**config.mk**
```make
export PLATFORM = sky130hd
export DESIGN_NAME = servo_pulse_generator_unit
export DESIGN_NICKNAME = d
export VERILOG_FILES = /design/src/spg_pkg.sv /design/src/spg_cfg_regs.sv /design/src/spg_deg_map.sv /design/src/spg_core.sv /design/src/servo_pulse_generator_unit.sv
export SDC_FILE = /design/constraint.sdc
export NUM_CORES = 1
export LEC_CHECK = 0
export ABC_AREA = 0
export BUFFER_PORTS_ARGS = -buffer_cell sky130_fd_sc_hd__buf_2
export CORE_ASPECT_RATIO = 0.8
export CORE_MARGIN = 2
export CORE_UTILIZATION = 28
export CTS_CLUSTER_SIZE = 40
export DETAILED_ROUTE_END_ITERATION = 8
export PLACE_DENSITY = 0.47
export SYNTH_ARGS = -nofsm -noshare
export SYNTH_HDL_FRONTEND = slang
export SYNTH_HIERARCHICAL = 1
export SYNTH_SLANG_ARGS = --single-unit
```
**constraint.sdc**
```tcl
create_clock -name clk -period 11.7 [get_ports clk]
set_input_delay 1.755 -clock clk [delete_from_list [all_inputs] [get_ports clk]]
set_output_delay 1.755 -clock clk [all_outputs]
set_load 0.01 [all_outputs]
```
**src/spg_pkg.sv**
```systemverilog
// servo pulse generator package: shared types, codes and constants
// no dependencies; used by every module of the servo pulse generator
`timescale 1ns / 1ps

package spg_pkg;

  // field widths
  localparam int unsigned US_W     = 15;
  localparam int unsigned CNT_W    = 16;
  localparam int unsigned ADDR_W   = 3;
  localparam int unsigned DATA_W   = 32;

  // timing and limits
  localparam int unsigned PERIOD_TICKS      = 40000;
  localparam int unsigned MAX_ANGLE_DEF     = 180;
  localparam int unsigned MAX_PULSE_US      = 20000;
  localparam int unsigned DEG_SPAN          = 180;
  localparam int unsigned RESET_WIDTH_TICKS = 3000;
  localparam int unsigned MIN_PULSE_RESET   = 1000;
  localparam int unsigned MAX_PULSE_RESET   = 2000;

  // register indexes (paddr bit 2)
  localparam logic REG_MIN_PULSE = 1'b0;
  localparam logic REG_MAX_PULSE = 1'b1;

  typedef enum logic [1:0] {
    MODE_TICK = 2'd0,
    MODE_US   = 2'd1,
    MODE_DEG  = 2'd2,
    MODE_RSVD = 2'd3
  } mode_t;

  typedef struct packed {
    logic [US_W-1:0] min_us;
    logic [US_W-1:0] max_us;
  } spg_cfg_t;

  // request leaving the degree mapping pipeline
  typedef struct packed {
    mode_t           mode;
    logic [US_W-1:0] value;
    logic            deg_bad;
    logic [US_W-1:0] deg_us;
  } spg_item_t;

endpackage

```
**src/spg_cfg_regs.sv**
```systemverilog
// servo pulse generator configuration registers behind an apb-style port
// depends on spg_pkg
`timescale 1ns / 1ps

module spg_cfg_regs (
  input  logic                       clk,
  input  logic                       rst_n,
  input  logic                       psel,
  input  logic                       penable,
  input  logic                       pwrite,
  input  logic [spg_pkg::ADDR_W-1:0] paddr,
  input  logic [spg_pkg::DATA_W-1:0] pwdata,
  output logic [spg_pkg::DATA_W-1:0] prdata,
  output logic                       pready,
  output spg_pkg::spg_cfg_t          cfg
);

  logic                     wr_en;
  logic                     reg_idx;
  logic [spg_pkg::US_W-1:0] wr_val;
  logic                     val_ok;
  logic [spg_pkg::US_W-1:0] min_us_r;
  logic [spg_pkg::US_W-1:0] max_us_r;

  assign pready  = 1'b1;
  assign wr_en   = psel & penable & pwrite;
  assign reg_idx = paddr[spg_pkg::ADDR_W-1];
  assign wr_val  = pwdata[spg_pkg::US_W-1:0];
  // out of range writes leave the register alone
  assign val_ok  = (wr_val <= spg_pkg::US_W'(spg_pkg::MAX_PULSE_US));

  always_ff @(posedge clk) begin
    if (!rst_n) begin
      min_us_r <= spg_pkg::US_W'(spg_pkg::MIN_PULSE_RESET);
      max_us_r <= spg_pkg::US_W'(spg_pkg::MAX_PULSE_RESET);
    end else if (wr_en && val_ok) begin
      if (reg_idx == spg_pkg::REG_MIN_PULSE) begin
        min_us_r <= wr_val;
      end else begin
        max_us_r <= wr_val;
      end
    end
  end

  always_comb begin
    unique case (reg_idx)
      spg_pkg::REG_MIN_PULSE: begin
        prdata = {{(spg_pkg::DATA_W - spg_pkg::US_W){1'b0}}, min_us_r};
      end
      default: begin
        prdata = {{(spg_pkg::DATA_W - spg_pkg::US_W){1'b0}}, max_us_r};
      end
    endcase
  end

  assign cfg.min_us = min_us_r;
  assign cfg.max_us = max_us_r;

endmodule

```
**src/spg_deg_map.sv**
```systemverilog
// servo pulse generator input register and degree-to-microsecond pipeline
// depends on spg_pkg; divides by 180 with a reciprocal multiply and one correction
`timescale 1ns / 1ps

module spg_deg_map #(
  parameter int unsigned MAX_ANGLE = spg_pkg::MAX_ANGLE_DEF
) (
  input  logic                     clk,
  input  logic                     rst_n,
  input  logic                     in_valid,
  output logic                     in_stall,
  input  logic [1:0]               in_mode,
  input  logic [spg_pkg::US_W-1:0] in_value,
  input  spg_pkg::spg_cfg_t        cfg,
  output logic                     item_valid,
  input  logic                     item_ready,
  output spg_pkg::spg_item_t       item
);

  localparam int unsigned US_W  = spg_pkg::US_W;
  localparam int unsigned DEG_W = $clog2(MAX_ANGLE + 1);
  localparam int unsigned PW    = US_W + DEG_W;
  localparam int unsigned K     = PW + 8;
  localparam int unsigned MW    = K - 7;
  localparam int unsigned QW    = PW - 7;
  localparam int unsigned UW    = ((QW > US_W) ? QW : US_W) + 1;
  localparam logic [MW-1:0] RECIP = MW'((64'd1 << K) / spg_pkg::DEG_SPAN);

  // stage 1: input register
  logic                v1_r;
  spg_pkg::mode_t      mode1_r;
  logic [US_W-1:0]     value1_r;
  // stage 2: span times angle
  logic                v2_r;
  spg_pkg::mode_t      mode2_r;
  logic [US_W-1:0]     value2_r;
  logic                bad2_r;
  logic [PW-1:0]       prod2_r;
  // stage 3: quotient estimate
  logic                v3_r;
  spg_pkg::mode_t      mode3_r;
  logic [US_W-1:0]     value3_r;
  logic                bad3_r;
  logic [PW-1:0]       prod3_r;
  logic [QW-1:0]       q0_r;

  logic                rdy1;
  logic                rdy2;
  logic                rdy3;
  logic                bad1_nxt;
  logic [US_W-1:0]     span;
  logic [PW-1:0]       prod2_nxt;
  logic [PW+MW-1:0]    recip_prod;
  logic [PW-1:0]       q0x180;
  logic [PW-1:0]       rem;
  logic                corr;
  logic [QW-1:0]       quot;
  logic [UW-1:0]       us_sum;

  assign rdy3     = !v3_r || item_ready;
  assign rdy2     = !v2_r || rdy3;
  assign rdy1     = !v1_r || rdy2;
  assign in_stall = !rdy1;

  // angle range and span sanity
  assign bad1_nxt  = (value1_r > US_W'(MAX_ANGLE)) || (cfg.max_us < cfg.min_us);
  assign span      = cfg.max_us - cfg.min_us;
  assign prod2_nxt = PW'(span) * PW'(value1_r[DEG_W-1:0]);

  assign recip_prod = (PW + MW)'(prod2_r) * (PW + MW)'(RECIP);

  // estimate is exact or one short
  assign q0x180 = PW'(q0_r * spg_pkg::DEG_SPAN);
  assign rem    = prod3_r - q0x180;
  assign corr   = (rem >= PW'(spg_pkg::DEG_SPAN));
  assign quot   = q0_r + QW'(corr);
  assign us_sum = UW'(quot) + UW'(cfg.min_us);

  always_ff @(posedge clk) begin
    if (!rst_n) begin
      v1_r <= 1'b0;
      v2_r <= 1'b0;
      v3_r <= 1'b0;
    end else begin
      if (rdy1) v1_r <= in_valid;
      if (rdy2) v2_r <= v1_r;
      if (rdy3) v3_r <= v2_r;
    end
  end

  always_ff @(posedge clk) begin
    if (rdy1 && in_valid) begin
      mode1_r  <= spg_pkg::mode_t'(in_mode);
      value1_r <= in_value;
    end
    if (rdy2 && v1_r) begin
      mode2_r  <= mode1_r;
      value2_r <= value1_r;
      bad2_r   <= bad1_nxt;
      prod2_r  <= prod2_nxt;
    end
    if (rdy3 && v2_r) begin
      mode3_r  <= mode2_r;
      value3_r <= value2_r;
      bad3_r   <= bad2_r;
      prod3_r  <= prod2_r;
      q0_r     <= recip_prod[K +: QW];
    end
  end

  assign item_valid   = v3_r;
  assign item.mode    = mode3_r;
  assign item.value   = value3_r;
  assign item.deg_bad = bad3_r || (|us_sum[UW-1:US_W]);
  assign item.deg_us  = us_sum[US_W-1:0];

  a_quot_one_step: assert property (@(posedge clk) disable iff (!rst_n)
    (v3_r && mode3_r == spg_pkg::MODE_DEG && !bad3_r) |->
      (prod3_r >= q0x180) && (rem < PW'(2 * spg_pkg::DEG_SPAN)))
    else $error("reciprocal quotient estimate off by more than one");

  a_stage3_hold: assert property (@(posedge clk) disable iff (!rst_n)
    (v3_r && !item_ready) |=> (v3_r && $stable(prod3_r) && $stable(q0_r)))
    else $error("stage 3 request lost while downstream stalled");

endmodule

```
**src/spg_core.sv**
```systemverilog
// servo pulse generator period counter, width latches and result register
// depends on spg_pkg; takes requests from spg_deg_map
`timescale 1ns / 1ps

module spg_core (
  input  logic                clk,
  input  logic                rst_n,
  input  spg_pkg::spg_cfg_t   cfg,
  input  logic                item_valid,
  output logic                item_ready,
  input  spg_pkg::spg_item_t  item,
  output logic                out_valid,
  input  logic                out_stall,
  output logic                out_servo_out,
  output logic                out_status
);

  localparam int unsigned CNT_W = spg_pkg::CNT_W;

  logic [CNT_W-1:0]         period_count_r;
  logic [CNT_W-1:0]         period_count_nxt;
  logic                     level_r;
  logic                     level_nxt;
  logic [CNT_W-1:0]         pending_r;
  logic [CNT_W-1:0]         pending_nxt;
  logic [CNT_W-1:0]         active_r;
  logic [CNT_W-1:0]         active_nxt;
  logic                     status_nxt;
  logic                     out_valid_r;
  logic                     out_servo_out_r;
  logic                     out_status_r;
  logic                     take;
  logic [CNT_W-1:0]         cnt_inc;
  logic [spg_pkg::US_W-1:0] cand_us;
  logic                     cand_bad;

  assign item_ready = !out_valid_r || !out_stall;
  assign take       = item_valid && item_ready;

  // counter saturates instead of wrapping
  assign cnt_inc  = (period_count_r == '1) ? period_count_r : period_count_r + CNT_W'(1);
  assign cand_us  = (item.mode == spg_pkg::MODE_DEG) ? item.deg_us : item.value;
  assign cand_bad = ((item.mode == spg_pkg::MODE_DEG) && item.deg_bad) ||
                    (cand_us < cfg.min_us) || (cand_us > cfg.max_us);

  always_comb begin
    period_count_nxt = period_count_r;
    level_nxt        = level_r;
    pending_nxt      = pending_r;
    active_nxt       = active_r;
    status_nxt       = 1'b0;
    unique case (item.mode) inside
      spg_pkg::MODE_TICK: begin
        period_count_nxt = cnt_inc;
        if (level_r) begin
          if (cnt_inc >= active_r) level_nxt = 1'b0;
        end else if (cnt_inc >= CNT_W'(spg_pkg::PERIOD_TICKS)) begin
          active_nxt       = pending_r;
          level_nxt        = 1'b1;
          period_count_nxt = '0;
        end
      end
      spg_pkg::MODE_US, spg_pkg::MODE_DEG: begin
        status_nxt = cand_bad;
        if (!cand_bad) pending_nxt = {cand_us, 1'b0};
      end
      default: begin
        status_nxt = 1'b1;
      end
    endcase
  end

  always_ff @(posedge clk) begin
    if (!rst_n) begin
      period_count_r <= '0;
      level_r        <= 1'b0;
      pending_r      <= CNT_W'(spg_pkg::RESET_WIDTH_TICKS);
      active_r       <= CNT_W'(spg_pkg::RESET_WIDTH_TICKS);
      out_valid_r    <= 1'b0;
    end else if (take) begin
      period_count_r <= period_count_nxt;
      level_r        <= level_nxt;
      pending_r      <= pending_nxt;
      active_r       <= active_nxt;
      out_valid_r    <= 1'b1;
    end else if (!out_stall) begin
      out_valid_r    <= 1'b0;
    end
  end

  always_ff @(posedge clk) begin
    if (take) begin
      out_servo_out_r <= level_nxt;
      out_status_r    <= status_nxt;
    end
  end

  assign out_valid     = out_valid_r;
  assign out_servo_out = out_servo_out_r;
  assign out_status    = out_status_r;

  a_rise_latch: assert property (@(posedge clk) disable iff (!rst_n)
    $rose(level_r) |-> (period_count_r == '0) && (active_r == $past(pending_r)))
    else $error("period start did not clear counter or latch pending width");

  a_pending_cmd_only: assert property (@(posedge clk) disable iff (!rst_n)
    (pending_r != $past(pending_r)) |->
      $past(take && (item.mode == spg_pkg::MODE_US || item.mode == spg_pkg::MODE_DEG)))
    else $error("pending width changed without a position command");

endmodule

```
**src/servo_pulse_generator_unit.sv**
```systemverilog
// servo pulse generator top level: apb registers, degree mapping pipeline, core
// depends on spg_pkg, spg_cfg_regs, spg_deg_map, spg_core
`timescale 1ns / 1ps

// drives one rc servo line with a 20 ms frame counted in half-microsecond ticks.
// every request (tick, position in us, position in degrees) yields exactly one
// result carrying the line level after the request and a reject status. the
// block takes one request per clock while in_stall is low and presents its
// result after acceptance through an input register, a span-times-angle
// multiply stage, a reciprocal multiply stage for the divide by 180, then the
// state and result register. requests move through in order, so a later tick
// sees every earlier position command. a new position lands in the pending
// width and goes live at the next period start. min and max pulse widths sit
// at byte addresses 0 and 4; writes whose low 15 bits exceed 20000 us are dropped.
// registers are expected to change only while no request is in flight.

module servo_pulse_generator_unit #(
  parameter int unsigned MAX_ANGLE = spg_pkg::MAX_ANGLE_DEF
) (
  input  logic                       clk,
  input  logic                       rst_n,
  // request channel
  input  logic                       in_valid,
  output logic                       in_stall,
  input  logic [1:0]                 in_mode,
  input  logic [spg_pkg::US_W-1:0]   in_value,
  // result channel
  output logic                       out_valid,
  input  logic                       out_stall,
  output logic                       out_servo_out,
  output logic                       out_status,
  // configuration port
  input  logic                       psel,
  input  logic                       penable,
  input  logic                       pwrite,
  input  logic [spg_pkg::ADDR_W-1:0] paddr,
  input  logic [spg_pkg::DATA_W-1:0] pwdata,
  output logic [spg_pkg::DATA_W-1:0] prdata,
  output logic                       pready
);

  spg_pkg::spg_cfg_t  cfg;
  spg_pkg::spg_item_t item;
  logic               item_valid;
  logic               item_ready;

  // min/max pulse registers
  spg_cfg_regs u_cfg (
    .clk     (clk),
    .rst_n   (rst_n),
    .psel    (psel),
    .penable (penable),
    .pwrite  (pwrite),
    .paddr   (paddr),
    .pwdata  (pwdata),
    .prdata  (prdata),
    .pready  (pready),
    .cfg     (cfg)
  );

  // input register plus degree mapping, three stages
  spg_deg_map #(
    .MAX_ANGLE (MAX_ANGLE)
  ) u_deg_map (
    .clk        (clk),
    .rst_n      (rst_n),
    .in_valid   (in_valid),
    .in_stall   (in_stall),
    .in_mode    (in_mode),
    .in_value   (in_value),
    .cfg        (cfg),
    .item_valid (item_valid),
    .item_ready (item_ready),
    .item       (item)
  );

  // period counter, width latches, result register
  spg_core u_core (
    .clk           (clk),
    .rst_n         (rst_n),
    .cfg           (cfg),
    .item_valid    (item_valid),
    .item_ready    (item_ready),
    .item          (item),
    .out_valid     (out_valid),
    .out_stall     (out_stall),
    .out_servo_out (out_servo_out),
    .out_status    (out_status)
  );

endmodule

```
==> results of run 1 <==
critical path, delay by kind of cell (launching register included):
kind	cells	cell delay [ns]
adders and majority gates	9	3.02
and+or+nand+nor	6	1.00
xor gates and xnor gates	2	0.22
muxes	2	0.66
AOI/OAI and AO/OA	25	4.96
buffers and inverters	3	0.47
DFF	1	0.55
repair_timing:
action | 4_1_cts | 5_1_grt
setup endpoints to repair | 0 | 16
buffers inserted | 0 | 4
hold buffers | 0 | 0
resized for setup | 0 | 3
state kept, by name, indices dropped and copies added (netlist names), 2 cells and up:
name                   cells
u_cfg/max_us_r            15
u_core/active_r           15
u_deg_map/prod3_r         21
u_deg_map/mode3_r          2
u_deg_map/prod2_r         23
u_deg_map/q0_r            16
u_deg_map/value3_r        15
u_deg_map/mode1_r          2
u_cfg/min_us_r            15
u_deg_map/mode2_r          2
u_deg_map/value1_r        15
u_deg_map/value2_r        15
u_core/period_count_r     16
u_core/pending_r          15
how the worst max path moves through the flow:
stage                      endpoint               from
2_1_floorplan  u_core/pending_r[10]  u_deg_map/q0_r[2]
3_3_place_gp    u_core/pending_r[5]  u_deg_map/q0_r[2]
3_5_place_dp    u_core/pending_r[3]  u_deg_map/q0_r[2]
4_1_cts         u_core/pending_r[3]  u_deg_map/q0_r[2]
5_1_grt         u_core/pending_r[5]  u_deg_map/q0_r[3]
6_report        u_core/pending_r[3]  u_deg_map/q0_r[0]
cell type report:
class | count | area (um2) | area share
antenna | 1 | 2.50 | 0.0000973
clock buffer | 20 | 447 | 0.0174
clock inverter | 12 | 114 | 0.00443
inverter | 482 | 1810 | 0.0703
multi-input combinational | 1688 | 16500 | 0.640
sequential | 196 | 5070 | 0.197
tap | 1115 | 1400 | 0.0542
timing repair buffer | 72 | 408 | 0.0159
stage by stage:
stage | setup slack [ns] | utilization | std cells | hold WS (ns)
floorplan | 1.76 | - | 2422 | 0.400
global placement | 0.508 | 0.300 | 3549 | 0.402
detailed placement | 0.349 | 0.300 | 3549 | 0.405
CTS | 0.309 | 0.307 | 3581 | 0.425
global route | 0.0389 | 0.307 | 3585 | 0.423
finish | 0.720 | 0.307 | 3586 | 0.422
cells by family (layout without fill, tap and decap cells):
group                    count (synthesis)  count (layout)
adder cells (fa/ha/maj)                601             601
buffers and inverters                  538             586
AND/OR/NAND/NOR                        520             520
flip-flops                             196             196
other                                    2              19
AO/OA/AOI/OAI                          356             356
XOR/XNOR                               109             109
multiplexers                            84              84
routing by layer:
metal / track usage / up-vias / share of wire
li1: - / 8099 / -
met1: 0.221 / 8233 / 0.53
met2: 0.207 / 264 / 0.42
met3: 0.0228 / 46 / 0.039
met4: 0.0234 / 0 / 0.012
met5: 0 / - / 0
layout by cell type (no fill, tap or decap), types with 29 or more instances in the layout:
cell type                  count
sky130_fd_sc_hd__o21ai_0      54
sky130_fd_sc_hd__dfxtp_1      81
sky130_fd_sc_hd__nor2_1       86
sky130_fd_sc_hd__mux2i_1      49
sky130_fd_sc_hd__nand2_1     175
sky130_fd_sc_hd__and2_1       52
sky130_fd_sc_hd__inv_1       482
sky130_fd_sc_hd__xor2_1       34
sky130_fd_sc_hd__fa_1        252
sky130_fd_sc_hd__edfxtp_1    115
sky130_fd_sc_hd__nand3_1      38
sky130_fd_sc_hd__buf_2        58
sky130_fd_sc_hd__a21oi_1      92
sky130_fd_sc_hd__mux2_2       35
sky130_fd_sc_hd__a21o_1       51
sky130_fd_sc_hd__ha_1        349
sky130_fd_sc_hd__nor3_1       29
sky130_fd_sc_hd__xnor2_1      75
sky130_fd_sc_hd__nor2b_1      36
==> qor_table.md, run 1 <==
| Quantity | Value |
|:---|:---|
| Hold Startpoint | u_deg_map/value2_r[9] |
| Worst Setup Start Kind | flip-flop |
| Total count of hold-check failures in the final report | 0 |
| Xor-xnor portion of the synthesized cell area | 0.0405 |
| Area of all placed cells without fillers | 25700 um2 |
| Top post-synthesis cells by area | sky130_fd_sc_hd__fa_1 21%, sky130_fd_sc_hd__ha_1 19%, sky130_fd_sc_hd__edfxtp_1 15% |
| Post-synth EDFFs | 115 |
| DRC violation total after the first TritonRoute iteration | 923 |
| Maximum level of the CTS H-tree | 4 |
| Initial antenna violation count | 4 |
| Minimum clock period | 10.98 ns |
| Post-synth top area cell | sky130_fd_sc_hd__fa_1 |
| Min-Delay Endpoint | u_deg_map/value3_r[9] |
| Overall track demand over capacity in global routing | 0.142 |
| Fillers | 8735 |
| Endpoints failing setup | 0 |
| Synthesized flop and latch total | 196 |
| Max Cap Violations | 0 |
| Top cells by count, synth | 482 x sky130_fd_sc_hd__inv_1, 349 x sky130_fd_sc_hd__ha_1, 252 x sky130_fd_sc_hd__fa_1 |
| Detailed-router iteration count before antenna repair | 5 |
| Transition time at the pin with the least slew margin | 1.14 ns |
| Placement Cell Area | 25100 um2 |
| Wire length reported by the detailed router | 59900 um |
| Worst Reg2Reg Path Length in Cells | 47 |
| Number of distinct standard cells referenced by the synthesized netlist | 90 |
| Via density per instance | 4.64 |
| Critical path's most frequent cell | sky130_fd_sc_hd__ha_1 |
| Total clock buffers created by CTS | 17 |
| Die Outline Area | 86600 um2 |
| Clock tree from TritonCTS | built |
| Simple-gate area share of the yosys netlist | 0.112 |
| Fraction of registers with async set/reset | 0 |
| Multiplexer share of the synthesized area | 0.0375 |
| Clock-pin slew of the registers on the worst-case setup and hold paths | 0.08 ns |
| Largest family of logic cells by synthesized area | adder cells |
| Peak fanout along the critical path | 15 |
| Worst EP required | 12.06 ns |
| Post-detailed-placement half-perimeter wirelength | 50100 um |
| Post-detailed-route wirelength per cell | 16.7 um |
| Total via count in the routed design | 16600 |
| Fraction of final layout cells sized beyond drive strength 1 | 0.0769 |
| Area share of fa/ha/maj cells after synthesis | 0.399 |
| Unrepaired setup endpoints after global routing | no |
| Compound-cell area share of the yosys netlist | 0.105 |
| Top-level I/O count | 96 |
| Share of Yosys cell area claimed by the top area cell type | 0.214 |
| Routability congestion estimate | 0.842 |
| Reg-to-reg setup timing slack | 0.72 ns |
| Share of the clock period used by the worst path after layout | 0.938 |
| Count of clock tree sinks | 196 |
| Total negative slack | 0 ns |
| Post-Syn Area | 23600 um2 |
| Highest clock frequency the design can meet | 91.1 MHz |
| Worst R2R Start | u_deg_map/q0_r[0] |
| Deepest clock path buffer count | 2 |
| Growth of design area from synthesis to finish | 9.08% |
| Die boundary height | 264 um |
| Mean post-synth cell area | 9.80 um2 |
| Arrival time of data at the critical path endpoint | 11.34 ns |
| Cell at the root of the clock tree | sky130_fd_sc_hd__clkbuf_16 |
| Destination of the worst register-to-register timing path | u_core/pending_r[3] |
| Global-route wire length before repair | 96800 um |
| Critical Path End Type | flip-flop |
| Count of pins over their slew limit | 0 |
| Width of the die | 328 um |
| Maximum single-stage delay on the critical path | 0.55 ns |
| # rows | 95 |
| # port buffers | 58 |
| Antenna violation net count after detailed routing | 0 |
| Maximum number of pins on one net before global-route repair | 56 |
| Kind of critical path | flip-flop to flip-flop |
| Count of nets after finishing | 3117 |
| Remaining design rule violation count | 0 |
| Relative max-transition margin | 0.236 |
| Portion of the post-synthesis area used by sequential elements | 0.215 |
| Synth warnings | 6 |
| Starting Density | 0.282 |
| Leading cell type by number of instances after synthesis | sky130_fd_sc_hd__inv_1 |
| Core Footprint | 83700 um2 |
| Critical-path top delay cell | sky130_fd_sc_hd__edfxtp_1 |
| Clock latency of the later-clocked register in the worst-skew pair | 0.47 ns |
| Run status | finished clean |
| Worst min path class | flip-flop to flip-flop |
| Clock tree skew after final layout | 0.0142 ns |
| Remaining Overflow, GRT | 0 |
| Hold-critical path depth | 0 |
| Most common flop cell mapped by yosys | sky130_fd_sc_hd__edfxtp_1 |
| Gate count of the mapped netlist | 2406 |
| Number of global-route vias before repair | 17200 |
Power of run 1 is not shown: default switching activity piles up to over one toggle a cycle in this logic, so the estimate is an artifact.
==> inputs of run 2 (changes only) <==
--- a/config.mk
+++ b/config.mk
@@ -6,12 +6,12 @@
 export NUM_CORES = 1
 export LEC_CHECK = 0
-export ABC_AREA = 0
+export ABC_AREA = 1
 export BUFFER_PORTS_ARGS = -buffer_cell sky130_fd_sc_hd__buf_2
 export CORE_ASPECT_RATIO = 0.8
 export CORE_MARGIN = 2
-export CORE_UTILIZATION = 28
+export CORE_UTILIZATION = 65
 export CTS_CLUSTER_SIZE = 40
 export DETAILED_ROUTE_END_ITERATION = 8
-export PLACE_DENSITY = 0.47
+export PLACE_DENSITY = 0.88
 export SYNTH_ARGS = -nofsm -noshare
 export SYNTH_HDL_FRONTEND = slang
==> constraint.sdc (replaced) <==
create_clock -name clk -period 11.7 [get_ports clk]
set_input_delay 0.585 -clock clk [delete_from_list [all_inputs] [get_ports clk]]
set_output_delay 0.585 -clock clk [all_outputs]
set_load 0.01 [all_outputs]
==> run 2 against run 1 <==
Critical endpoint is now u_core/pending_r[2]. Sequential cell count up 2. Clock skew up 0.010 ns. Largest cell class unchanged. Fmax up 1.0%. Hold slack worse by 0.14 ns. Die area down 53%.
==> qor_table.md, run 2 <==
| Quantity | Value |
|:---|:---|
| Simple-gate area share of the yosys netlist | 0.188 |
| Synthesized flop and latch total | 198 |
| Number of distinct standard cells referenced by the synthesized netlist | 63 |
| Top post-synthesis cells by area | sky130_fd_sc_hd__fa_1 20%, sky130_fd_sc_hd__ha_1 17%, sky130_fd_sc_hd__edfxtp_1 14% |
| Commonest non-fill, non-tap cell in the layout | sky130_fd_sc_hd__inv_1 |
| Leading cell types in the layout, fill and taps excluded | 704 x sky130_fd_sc_hd__inv_1, 550 x sky130_fd_sc_hd__nand2_1, 349 x sky130_fd_sc_hd__ha_1 |
| Reg-to-reg setup timing slack | 0.83 ns |
| Remaining Overflow, GRT | 0 |
| Overall track demand over capacity in global routing | 0.334 |
| Portion of the post-synthesis area used by sequential elements | 0.204 |
| Detailed-router iteration count before antenna repair | 9 |
| Post-detailed-route wirelength per cell | 18.1 um |
| Area share of fa/ha/maj cells after synthesis | 0.374 |
| Total via count in the routed design | 20800 |
| Xor-xnor portion of the synthesized cell area | 0.0348 |
| Top Registers | u_deg_map/prod2_r (23), u_deg_map/prod3_r (23) |
| Total count of hold-check failures in the final report | 0 |
| Clock tree from TritonCTS | built |
| Mean post-synth cell area | 8.12 um2 |
| Hold WS | 0.279 ns |
| Core Footprint | 38200 um2 |
| Starting Density | 0.659 |
| Share of the clock period used by the worst path after layout | 0.929 |
| Worst Setup Start Kind | flip-flop |
| Number of global-route vias before repair | 20600 |
| Critical Path End Type | flip-flop |
| Worst EP required | 12.07 ns |
| Fraction of final layout cells sized beyond drive strength 1 | 0.0542 |
| Unrepaired setup endpoints after global routing | no |
| Footprint of the multi-input gates | 17100 um2 |
| Post-Syn Area | 25200 um2 |
| Post-detailed-placement half-perimeter wirelength | 54700 um |
| Share of Yosys cell area claimed by the top area cell type | 0.200 |
| Maximum level of the CTS H-tree | 4 |
| Fillers | 2973 |
| Post-CTS setup repair buffer count | 0 |
| Clock tree skew after final layout | 0.0241 ns |
| Transition time at the pin with the least slew margin | 1.23 ns |
| # port buffers | 58 |
| Die boundary height | 180 um |
| Relative max-transition margin | 0.183 |
| Multiplexer share of the synthesized area | 0.00537 |
| Clock-pin slew of the registers on the worst-case setup and hold paths | 0.08 ns |
| Area used by sequential logic in the layout | 5130 um2 |
| Global-route wire length before repair | 105000 um |
| Width of the die | 224 um |
| Fraction of registers with async set/reset | 0 |
| Highest clock frequency the design can meet | 92.0 MHz |
| Max Cap Violations | 0 |
| Minimum clock period | 10.87 ns |
| Clock latency of the later-clocked register in the worst-skew pair | 0.48 ns |
| Critical-path top delay cell | sky130_fd_sc_hd__o21ai_0 |
| Leading cell type by number of instances after synthesis | sky130_fd_sc_hd__inv_1 |
| Post-synth top area cell | sky130_fd_sc_hd__fa_1 |
| Routability congestion estimate | 1.04 |
| Deepest clock path buffer count | 2 |
| Worst min path class | input port to flip-flop |
| Remaining design rule violation count | 0 |
| Via density per instance | 5.72 |
| Most common flop cell mapped by yosys | sky130_fd_sc_hd__edfxtp_1 |
| Post-synth EDFFs | 117 |
| Endpoints failing setup | 0 |
| Maximum number of pins on one net before global-route repair | 64 |
| Count of clock tree sinks | 198 |
| # rows | 64 |
| Compound-cell area share of the yosys netlist | 0.0729 |
| Top cells by count, synth | 704 x sky130_fd_sc_hd__inv_1, 550 x sky130_fd_sc_hd__nand2_1, 349 x sky130_fd_sc_hd__ha_1 |
| Run status | finished clean |
| Growth of design area from synthesis to finish | 4.87% |
| Die Outline Area | 40300 um2 |
| Critical path's most frequent cell | sky130_fd_sc_hd__nand2_1 |
| Largest family of logic cells by synthesized area | adder cells |
| Kind of critical path | flip-flop to flip-flop |
| Cell at the root of the clock tree | sky130_fd_sc_hd__clkbuf_16 |
| Maximum single-stage delay on the critical path | 0.93 ns |
| Synth warnings | 6 |
| Wire length reported by the detailed router | 65700 um |
| Total negative slack | 0 ns |
| Count of pins over their slew limit | 0 |
| Top-level I/O count | 96 |
| Initial antenna violation count | 3 |
| Arrival time of data at the critical path endpoint | 11.23 ns |
| Number of buffers added to fix hold violations after cts | 0 |
| DRC violation total after the first TritonRoute iteration | 2074 |
| Count of nets after finishing | 3785 |
| Peak fanout along the critical path | 20 |
| Total clock buffers created by CTS | 17 |
| Post-cts sizing count | 0 |
| Gate count of the mapped netlist | 3098 |
| Antenna violation net count after detailed routing | 0 |
run 2: final cells by class:
| class | instances | area share |
|---|---|---|
| multi-input combinational | 2137 | 0.646 |
| sequential | 198 | 0.195 |
| inverter | 711 | 0.101 |
| tap | 495 | 0.0235 |
| clock buffer | 17 | 0.0161 |
| timing repair buffer | 60 | 0.0116 |
| clock inverter | 15 | 0.00664 |
| antenna | 1 | 0.0000948 |
run 2: worst paths after layout:
kind              depth (start not counted)                   from                endpoint
setup / recovery                         54      u_deg_map/q0_r[1]     u_core/pending_r[2]
hold / removal                            1           in_value[14]  u_deg_map/value1_r[14]
setup reg to reg                         54      u_deg_map/q0_r[1]     u_core/pending_r[2]
hold reg to reg                           0  u_deg_map/value2_r[0]   u_deg_map/value3_r[0]
run 2: cells by family after synthesis:
kind of cell / after synthesis
other: 2
flip-flops: 198
multiplexers: 12
adder cells (fa/ha/maj): 601
AND/OR/NAND/NOR: 1076
XOR/XNOR: 99
buffers and inverters: 779
AO/OA/AOI/OAI: 331
run 2: through the flow:
stage	area (um2)	setup slack, ns	utilization	cells
2_1_floorplan	25200	3.67	-	3114
3_3_place_gp	25800	1.64	0.675	3601
3_5_place_dp	25800	1.24	0.675	3601
4_1_cts	26400	1.18	0.691	3633
5_1_grt	26400	0.0408	0.691	3634
6_report	26400	0.831	0.691	3634
run 2: critical path: cells and delay by family (launching register included):
family / cells / cell delay, ns
fa+ha+maj: 8 / 2.79
simple gates: 25 / 3.67
xor+xnor: 4 / 0.59
flops: 1 / 0.56
compound gates: 10 / 2.64
buf+inv: 7 / 0.53
run 2: metal layers:
layer / wire length, um / track usage / vias up / share of wire
li1: - / - / 9817 / -
met1: 28200 / 0.460 / 9881 / 0.43
met2: 28200 / 0.498 / 973 / 0.43
met3: 7470 / 0.120 / 125 / 0.11
met4: 1670 / 0.0912 / 6 / 0.025
met5: 77 / 0.0131 / - / 0.0012
Power of run 2 is left out for the same reason.
